`src/rtl/ffsa_pkg.sv`:
```
`default_nettype none
package ffsa_pkg;
	localparam int MAX_SEGMENTS_DEF = 64;
	localparam int POOL_UNITS_DEF = 65536;
	localparam int SIZE_W = 17;
	localparam int OFF_W = 16;
	localparam int STATUS_W = 3;

	localparam logic [STATUS_W-1:0] ST_OK = 3'd0;
	localparam logic [STATUS_W-1:0] ST_NOFIT = 3'd1;
	localparam logic [STATUS_W-1:0] ST_FULL = 3'd2;
	localparam logic [STATUS_W-1:0] ST_NOTFOUND = 3'd3;
	localparam logic [STATUS_W-1:0] ST_ZERO = 3'd4;

	localparam logic FUNC_ALLOC = 1'b0;
	localparam logic FUNC_FREE = 1'b1;

	// one table entry: size and used mark
	typedef struct packed {
		logic used;
		logic [SIZE_W-1:0] size;
	} seg_t;
endpackage
`default_nettype wire

```
`src/rtl/first_fit_segment_allocator.sv`:
```
`default_nettype none
// First-fit segment allocator. The pool of pool_size units is described by an
// address-ordered table of segments held in one synchronous memory. An allocate
// walks the table from entry zero, reading and checking each entry in turn, and
// takes the first free segment large enough; a remainder is split off by moving
// every later entry up one place. A free walks until the running offset matches,
// clears the used mark, then merges free neighbours in a pass over the whole
// table, moving later entries down. Every step uses the single memory port: an
// entry is read, then checked or written. A finished result waits in an output
// register, so the next transaction is taken while it is still held; only a
// second finished result stalls behind it. A write of pool_size reinitialises
// the table with a clearing pass, during which no transaction is accepted; a
// transaction accepted or in flight at that write is dropped without a result.
// The same pass runs after reset. Every other transaction yields exactly one
// result transaction.
module first_fit_segment_allocator #(
	parameter int MAX_SEGMENTS = ffsa_pkg::MAX_SEGMENTS_DEF,
	parameter int POOL_UNITS = ffsa_pkg::POOL_UNITS_DEF
) (
	input wire logic clk,
	input wire logic arst_n,
	input wire logic psel,
	input wire logic penable,
	input wire logic pwrite,
	input wire logic [2:0] paddr,
	input wire logic [31:0] pwdata,
	output logic [31:0] prdata,
	output logic pready,
	input wire logic s_tvalid,
	output logic s_tready,
	// alloc_size [16:0], block_offset [32:17], zero [39:33]
	input wire logic [39:0] s_tdata,
	// func
	input wire logic s_tuser,
	output logic m_tvalid,
	input wire logic m_tready,
	// segment_offset [15:0], status [18:16], used_total [35:19], free_total [52:36], zero [55:53]
	output logic [55:0] m_tdata
);
	localparam int AW = $clog2(MAX_SEGMENTS);
	localparam int CW = $clog2(MAX_SEGMENTS + 1);
	localparam int SW = ffsa_pkg::SIZE_W;
	localparam logic [SW:0] POOL_MAX = (SW+1)'(POOL_UNITS > 65536 ? 65536 : POOL_UNITS);

	localparam logic [3:0] S_CLR = 4'd0, S_IDLE = 4'd1, S_RD = 4'd2, S_CHK = 4'd3,
		S_SPL_RD = 4'd4, S_SPL_WR = 4'd5, S_SPL_FIN = 4'd6, S_MRG_RD = 4'd7,
		S_MRG_CHK = 4'd8, S_SH_RD = 4'd9, S_SH_WR = 4'd10, S_OUT = 4'd11;

	logic [3:0] state_q;
	logic [AW-1:0] idx_q, tgt_q;
	logic [CW-1:0] cnt_q;
	logic [SW-1:0] pool_q, used_q, req_q, acc_q;
	logic func_q;
	logic [ffsa_pkg::OFF_W-1:0] boff_q, res_off_q;
	logic [ffsa_pkg::STATUS_W-1:0] res_st_q;
	ffsa_pkg::seg_t prev_q, hold_q;
	logic prev_ok_q;
	logic [55:0] m_data_q;

	logic we;
	logic [AW-1:0] waddr, raddr;
	ffsa_pkg::seg_t wdata, rdata;

	ffsa_table #(.DEPTH(MAX_SEGMENTS), .AW(AW)) u_table (
		.clk(clk), .we(we), .waddr(waddr), .wdata(wdata), .raddr(raddr), .rdata(rdata)
	);

	logic cfg_wr;
	logic [SW-1:0] cfg_v;
	assign pready = 1'b1;
	assign cfg_wr = psel && penable && pwrite && (paddr[2] == 1'b0);
	assign prdata = {{(32-SW){1'b0}}, pool_q};
	always_comb begin
		cfg_v = pwdata[SW-1:0];
		if (cfg_v == '0) cfg_v = SW'(1);
		if ({1'b0, cfg_v} > POOL_MAX) cfg_v = POOL_MAX[SW-1:0];
	end

	// result register frees the input side while a result waits
	logic out_load;
	assign out_load = (state_q == S_OUT) && !cfg_wr && (!m_tvalid || m_tready);

	assign s_tready = (state_q == S_IDLE);
	assign m_tdata = m_data_q;

	logic last_idx;
	assign last_idx = ({1'b0, idx_q} + 1'b1) >= (AW+1)'(cnt_q);

	// memory port control
	always_comb begin
		we = 1'b0;
		waddr = idx_q;
		wdata = '0;
		raddr = idx_q;
		case (state_q)
			S_CLR: begin
				we = 1'b1;
				wdata.size = (idx_q == '0) ? pool_q : '0;
			end
			S_CHK: begin
				if (!func_q) begin
					if (!rdata.used && rdata.size >= req_q) begin
						we = (rdata.size == req_q) ||
							(cnt_q < CW'(MAX_SEGMENTS));
						wdata.used = 1'b1;
						wdata.size = req_q;
					end
				end else if (acc_q == {1'b0, boff_q} && rdata.used) begin
					we = 1'b1;
					wdata.used = 1'b0;
					wdata.size = rdata.size;
				end
			end
			// split: move entries from tgt+1 up, carrying hold_q
			S_SPL_WR: begin
				we = 1'b1;
				wdata = hold_q;
			end
			S_MRG_CHK: begin
				if (prev_ok_q && !prev_q.used && !rdata.used) begin
					we = 1'b1;
					waddr = tgt_q;
					wdata.size = prev_q.size + rdata.size;
				end
			end
			// entries past the count are don't care, the top one is left stale
			S_SH_WR: begin
				we = 1'b1;
				waddr = idx_q - 1'b1;
				wdata = rdata;
			end
			default: ;
		endcase
	end

	always_ff @(posedge clk or negedge arst_n) begin
		if (!arst_n) begin
			state_q <= S_CLR;
			idx_q <= '0;
			cnt_q <= CW'(1);
			pool_q <= POOL_MAX[SW-1:0];
			used_q <= '0;
			m_tvalid <= 1'b0;
			m_data_q <= '0;
		end else begin
			if (out_load) m_tvalid <= 1'b1;
			else if (m_tready) m_tvalid <= 1'b0;
			if (cfg_wr) begin
				pool_q <= cfg_v;
				used_q <= '0;
				cnt_q <= CW'(1);
				idx_q <= '0;
				state_q <= S_CLR;
			end else begin
				case (state_q)
					S_CLR: begin
						idx_q <= idx_q + 1'b1;
						if (idx_q == AW'(MAX_SEGMENTS - 1)) begin
							idx_q <= '0;
							state_q <= S_IDLE;
						end
					end
					S_IDLE: if (s_tvalid && s_tready) begin
						func_q <= s_tuser;
						req_q <= s_tdata[SW-1:0];
						boff_q <= s_tdata[SW+15:SW];
						acc_q <= '0;
						idx_q <= '0;
						res_off_q <= '0;
						if (!s_tuser && s_tdata[SW-1:0] == '0) begin
							res_st_q <= ffsa_pkg::ST_ZERO;
							state_q <= S_OUT;
						end else begin
							state_q <= S_RD;
						end
					end
					S_RD: state_q <= S_CHK;
					S_CHK: begin
						tgt_q <= idx_q;
						if (!func_q && !rdata.used && rdata.size >= req_q) begin
							if (rdata.size == req_q) begin
								used_q <= used_q + req_q;
								res_st_q <= ffsa_pkg::ST_OK;
								res_off_q <= acc_q[15:0];
								state_q <= S_OUT;
							end else if (cnt_q >= CW'(MAX_SEGMENTS)) begin
								res_st_q <= ffsa_pkg::ST_FULL;
								state_q <= S_OUT;
							end else begin
								used_q <= used_q + req_q;
								res_st_q <= ffsa_pkg::ST_OK;
								res_off_q <= acc_q[15:0];
								hold_q <= '{used: 1'b0, size: rdata.size - req_q};
								idx_q <= idx_q + 1'b1;
								state_q <= S_SPL_RD;
							end
						end else if (func_q && acc_q == {1'b0, boff_q}) begin
							if (rdata.used) begin
								used_q <= used_q - rdata.size;
								res_st_q <= ffsa_pkg::ST_OK;
								idx_q <= '0;
								prev_ok_q <= 1'b0;
								state_q <= S_MRG_RD;
							end else begin
								res_st_q <= ffsa_pkg::ST_NOTFOUND;
								state_q <= S_OUT;
							end
						end else if (last_idx) begin
							res_st_q <= func_q ? ffsa_pkg::ST_NOTFOUND : ffsa_pkg::ST_NOFIT;
							state_q <= S_OUT;
						end else begin
							acc_q <= acc_q + rdata.size;
							idx_q <= idx_q + 1'b1;
							state_q <= S_RD;
						end
					end
					S_SPL_RD: state_q <= S_SPL_WR;
					S_SPL_WR: begin
						hold_q <= rdata;
						if ({1'b0, idx_q} >= (AW+1)'(cnt_q)) begin
							cnt_q <= cnt_q + 1'b1;
							state_q <= S_OUT;
						end else begin
							idx_q <= idx_q + 1'b1;
							state_q <= S_SPL_RD;
						end
					end
					// coalesce pass: tgt_q is the running merge target
					S_MRG_RD: state_q <= S_MRG_CHK;
					S_MRG_CHK: begin
						if (prev_ok_q && !prev_q.used && !rdata.used) begin
							prev_q.size <= prev_q.size + rdata.size;
							// merging the top entry needs no move
							if (last_idx) begin
								cnt_q <= cnt_q - 1'b1;
								state_q <= S_OUT;
							end else begin
								idx_q <= idx_q + 1'b1;
								state_q <= S_SH_RD;
							end
						end else begin
							prev_q <= rdata;
							prev_ok_q <= 1'b1;
							tgt_q <= idx_q;
							if (last_idx) state_q <= S_OUT;
							else begin
								idx_q <= idx_q + 1'b1;
								state_q <= S_MRG_RD;
							end
						end
					end
					S_SH_RD: state_q <= S_SH_WR;
					S_SH_WR: begin
						if (last_idx) begin
							cnt_q <= cnt_q - 1'b1;
							idx_q <= tgt_q + 1'b1;
							if ({1'b0, tgt_q} + 2'd2 >= (AW+1)'(cnt_q)) state_q <= S_OUT;
							else state_q <= S_MRG_RD;
						end else begin
							idx_q <= idx_q + 1'b1;
							state_q <= S_SH_RD;
						end
					end
					S_OUT: begin
						if (out_load) begin
							m_data_q <= {3'b000, SW'(pool_q - used_q), used_q, res_st_q,
								res_off_q};
							state_q <= S_IDLE;
						end
					end
					default: state_q <= S_IDLE;
				endcase
			end
		end
	end

	// shifting always reads one place beyond the write address
	assert property (@(posedge clk) disable iff (!arst_n)
		(state_q == S_SH_WR) |-> (idx_q != '0))
		else $error("shift below entry zero");
	assert property (@(posedge clk) disable iff (!arst_n)
		(cnt_q != '0) && (cnt_q <= CW'(MAX_SEGMENTS)))
		else $error("segment count out of range");
	assert property (@(posedge clk) disable iff (!arst_n)
		used_q <= pool_q)
		else $error("used units exceed pool");
	assert property (@(posedge clk) disable iff (!arst_n)
		(m_tvalid && !m_tready) |=> (m_tvalid && $stable(m_tdata)))
		else $error("result dropped or changed while held");
endmodule
`default_nettype wire

```
`src/rtl/ffsa_table.sv`:
```
`default_nettype none
// segment table memory, one write port and one registered read port
module ffsa_table #(
	parameter int DEPTH = ffsa_pkg::MAX_SEGMENTS_DEF,
	parameter int AW = $clog2(DEPTH)
) (
	input wire logic clk,
	input wire logic we,
	input wire logic [AW-1:0] waddr,
	input wire ffsa_pkg::seg_t wdata,
	input wire logic [AW-1:0] raddr,
	output ffsa_pkg::seg_t rdata
);
	ffsa_pkg::seg_t mem [DEPTH];

	always_ff @(posedge clk) begin
		if (we) begin
			mem[waddr] <= wdata;
		end
		rdata <= mem[raddr];
	end
endmodule
`default_nettype wire

```
`config.mk`:
```
export PLATFORM = sky130hd
export DESIGN_NAME = first_fit_segment_allocator
export DESIGN_NICKNAME = d
export VERILOG_FILES = /design/src/rtl/ffsa_pkg.sv /design/src/rtl/first_fit_segment_allocator.sv /design/src/rtl/ffsa_table.sv
export SDC_FILE = /design/constraint.sdc
export NUM_CORES = 2
export LEC_CHECK = 0
export BUFFER_PORTS_ARGS = -buffer_cell sky130_fd_sc_hd__buf_2
export CAP_MARGIN = 10
export CORE_MARGIN = 2
export CORE_UTILIZATION = 35
export CTS_BUF_LIST = sky130_fd_sc_hd__clkbuf_4
export DETAILED_ROUTE_END_ITERATION = 12
export GPL_ROUTABILITY_DRIVEN = 0
export RECOVER_POWER = 100
export SYNTH_ARGS = -nofsm -noshare
export SYNTH_HDL_FRONTEND = slang
export SYNTH_SLANG_ARGS = --single-unit
export TNS_END_PERCENT = 20
```
`constraint.sdc`:
```
create_clock -name clk -period 7.23 [get_ports clk]
set_clock_uncertainty 0.05 [all_clocks]
set_input_delay 1.0845 -clock clk [delete_from_list [all_inputs] [get_ports clk]]
set_output_delay 1.0845 -clock clk [all_outputs]
set_load 0.01 [all_outputs]
```
==> out/qor.yml <==
synth.avg_cell_area_um2: 16.09
cts_tree: "yes"
yosysTopAreaCell: "edfxtp_1"
finalWorstSetupSlack_ns: 0.8382
highest_layer: "met4"
grt_pass1_wl_um: 233100
synth_area_mm2: 0.05956
stdcell_count: 6618
min_to: "pool_q[1]$_DFFE_PN0P_"
fin_crit_ns: 6.392
clk_pin_slew_ns: 0.07
drcViolationCount: 0
place.detailed.hpwl_um: 95540
drv_cap: 26
path_buf_inv: 2
route.met3.wl_um: 12470
die_x_um: 416.5
hp-class: "in -> reg"
setup_viol: 0
p_per_area_mw_per_mm2: 364.6
failed_checks: "capacitance limit, slew limit"
netlist_instances: 3701
rsz0062_at_grt: "false"
post_drt_via_cell_ratio: 5.359
drt_iter0_markers: 3238
irDropWorstVdd_v: 0.0002295
p_leak_nw: 22.65
layout_commonest_cell: "edfxtp_1"
tightest_slew_ns: 2.485
cts.sinks: 1388
max_stage_delay_ns: 1.14
core_area_mm2: 0.1693
crit_family: "simple AND/OR/NAND/NOR gates"
initial_core_util_pct: 35.18
drtPass1Iterations: 7
setup-tns-final_ns: 0
grt-ovfl-total: 0
post_drt_wl_per_cell_um: 24.08
r2r-start: "state_q[2]$_DFFE_PN0P_"
fin_nets: 4388
syn2layout_area_growth_pct: 13.33
critPathLaunchType: "flip-flop"
yosysUniqueCellTypes: 103
antenna_found_initial: 6
row_count: 151
min_period_over_period_pct: 88.41
clk_path_buf_depth: 4
hold_viol_final: 0
dp_slack_ns: 1.786
async_flop_share_pct: 7.565
critPathKind: "reg -> reg"
critPathMaxFanout: 13
dieArea_mm2: 0.1735
r2r_end: "u_table.mem[54][11]$_DFFE_PP_"
drt-met1-wl_um: 66530
antenna_left: 0
synth.top_cells.by_area: "edfxtp_1, mux4_2, dfrtp_1, mux2i_1, ha_1"
critPathCaptureType: "flip-flop"
fmax_mhz: 156.5
finalMaxSlewViolations: 934
yosys.area.top_type_share_pct: 63.78
crit_slowest_cell: "nor2_1"
grt_pass1_vias: 35470
final_util_pct: 39.87
die_h_um: 416.5
status: "complete, but fails checks"
crit_top_cell: "nor2_1"
slew_headroom_pct: -65.67
worstHoldPathCells: 3
final_cell_mix: "edfxtp_1, clkbuf_4, nand2_1"
seq_area_frac_synth_pct: 68.80
hold_start: "pwdata[1]"
clk_latency_ns: 1.31
drive_above_1_share_pct: 21.90
grt_use_total_pct: 18.14
routed_wl_um: 159400
yosysWarnings: 0
dr_wl_met2_um: 75760
r2r_slack_ns: 0.84
synth_edf_count: 1265
ctsHtreeMaxLevel: 5
reg2reg_depth: 10
post_cts_buffers: 0
dp.cells: 5998
crit_arrival_ns: 7.24
numCtsBuffers: 354
fill_cells: 15740
synth-seq-cells: 1388
synthFlopType: "edfxtp_1"
cts_root_buffer: "clkbuf_4"
p_total_mw: 24.61
required_ns: 8.08
port_buffers: 130
crit_path_cell_trace: "nand2b_1 -> nor2_1 -> inv_1 -> or2_0 -> nor2_1 -> nand2_1 -> o211ai_1 -> nand2_1 -> nor2_1 -> buf_4"
grt_max_degree: 99
ios: 174
vias: 35460
-- area by class of cell --
class | count | area [µm²] | share of cell area (%)
repair buffers | 319 | 1867 | 2.766
inverters | 81 | 306.5 | 0.4542
clock inverters | 67 | 260.3 | 0.3856
diodes | 8 | 20.02 | 0.02966
well taps | 2218 | 2775 | 4.112
flip-flops and latches | 1388 | 40990 | 60.73
multi-input cells | 2043 | 17570 | 26.03
clock buffers | 494 | 3709 | 5.494
-- flip-flops by register name, summed over array words and instances (netlist names), 6 cells and up --
signal	flops
used_q	17
boff_q	16
cnt_q	7
req_q	17
acc_q	17
res_off_q	16
tgt_q	6
m_tdata	53
u_table.mem	1152
prev_q	18
u_table.rdata	18
idx_q	6
pool_q	17
hold_q	18
-- metrics by stage --
stage	area, µm²	hold WS (ns)
global placement	63550	0.3705
finish	67500	0.1525
global route	67490	0.06717
floorplan	59620	0.3564
detailed placement	63550	0.3729
CTS	67990	0.005412
-- metal layers --
metal | up-vias | GRT usage, %
met2 | 1457 | 29.18
li1 | 15750 | -
met1 | 17970 | 24.00
met5 | - | 0
met4 | 0 | 7.130
met3 | 281 | 3.921
-- worst max-delay path by stage --
stage | start | end | slack (ns) | cells past startpoint
global route | state_q[2]$_DFFE_PN0P_ | u_table.mem[56][2]$_DFFE_PP_ | 0.61 | 12
floorplan | prev_q[0]$_DFFE_PP_ | u_table.mem[0][16]$_DFFE_PP_ | 1.81 | 10
finish | state_q[2]$_DFFE_PN0P_ | u_table.mem[54][11]$_DFFE_PP_ | 0.84 | 10
detailed placement | u_table.rdata[10]$_DFF_P_ | used_q[16]$_DFFE_PN0P_ | 1.79 | 18
global placement | u_table.rdata[10]$_DFF_P_ | used_q[16]$_DFFE_PN0P_ | 1.71 | 18
CTS | u_table.rdata[10]$_DFF_P_ | used_q[16]$_DFFE_PN0P_ | 1.73 | 18
-- cell usage after synthesis (all sizes together) (12+ instances only) --
cell / n
nor4: 21
mux4: 231
and2: 27
a31oi: 20
inv: 80
o22ai: 39
buf: 98
nor2b: 15
ha: 112
nand2: 278
dfxtp: 18
dfrtp: 103
o21a: 12
nand3: 31
a22o: 13
o221ai: 96
o21ai: 137
o211ai: 14
a21oi: 141
clkbuf: 108
a22oi: 13
a211oi: 19
xnor2: 57
edfxtp: 1265
a21o: 31
xor2: 58
a222oi: 14
nor2: 250
nor3: 60
o31ai: 12
mux2i: 180
nand2b: 19
-- logic make-up after synthesis --
family | Yosys count | synth area share (%)
other | 2 | 0.01261
adders and majority gates | 119 | 2.571
buffers and inverters | 287 | 2.149
DFF | 1388 | 68.80
muxes | 413 | 11.80
xor gates and xnor gates | 115 | 1.691
and+or+nand+nor | 755 | 5.752
AOI/OAI and AO/OA | 622 | 7.225
-- worst register-to-register path: stages, from the launching register on --
cell and delay [ns]:
dfrtp_1 0.50, nand2b_1 0.24, nor2_1 0.86, inv_1 0.53, or2_0 0.49, nor2_1 0.64, nand2_1 0.21, o211ai_1 0.36
nand2_1 0.61, nor2_1 1.14, buf_4 0.40
-- timing repair --
item,in CTS,in global routing
resized for setup,0,0
endpoints found under the hold margin,79,0
hold buffers,47,0
-- report_power, final --
| part | internal [mW] | switching [mW] | total, mW |
|---|---|---|---|
| Sequential | 9.45 | 0.491 | 9.94 |
| Clock | 3.11 | 3.07 | 6.18 |
| Combinational | 3.14 | 5.35 | 8.49 |
| Total | 15.7 | 8.91 | 24.6 |
(Power assumes the default switching activity.)
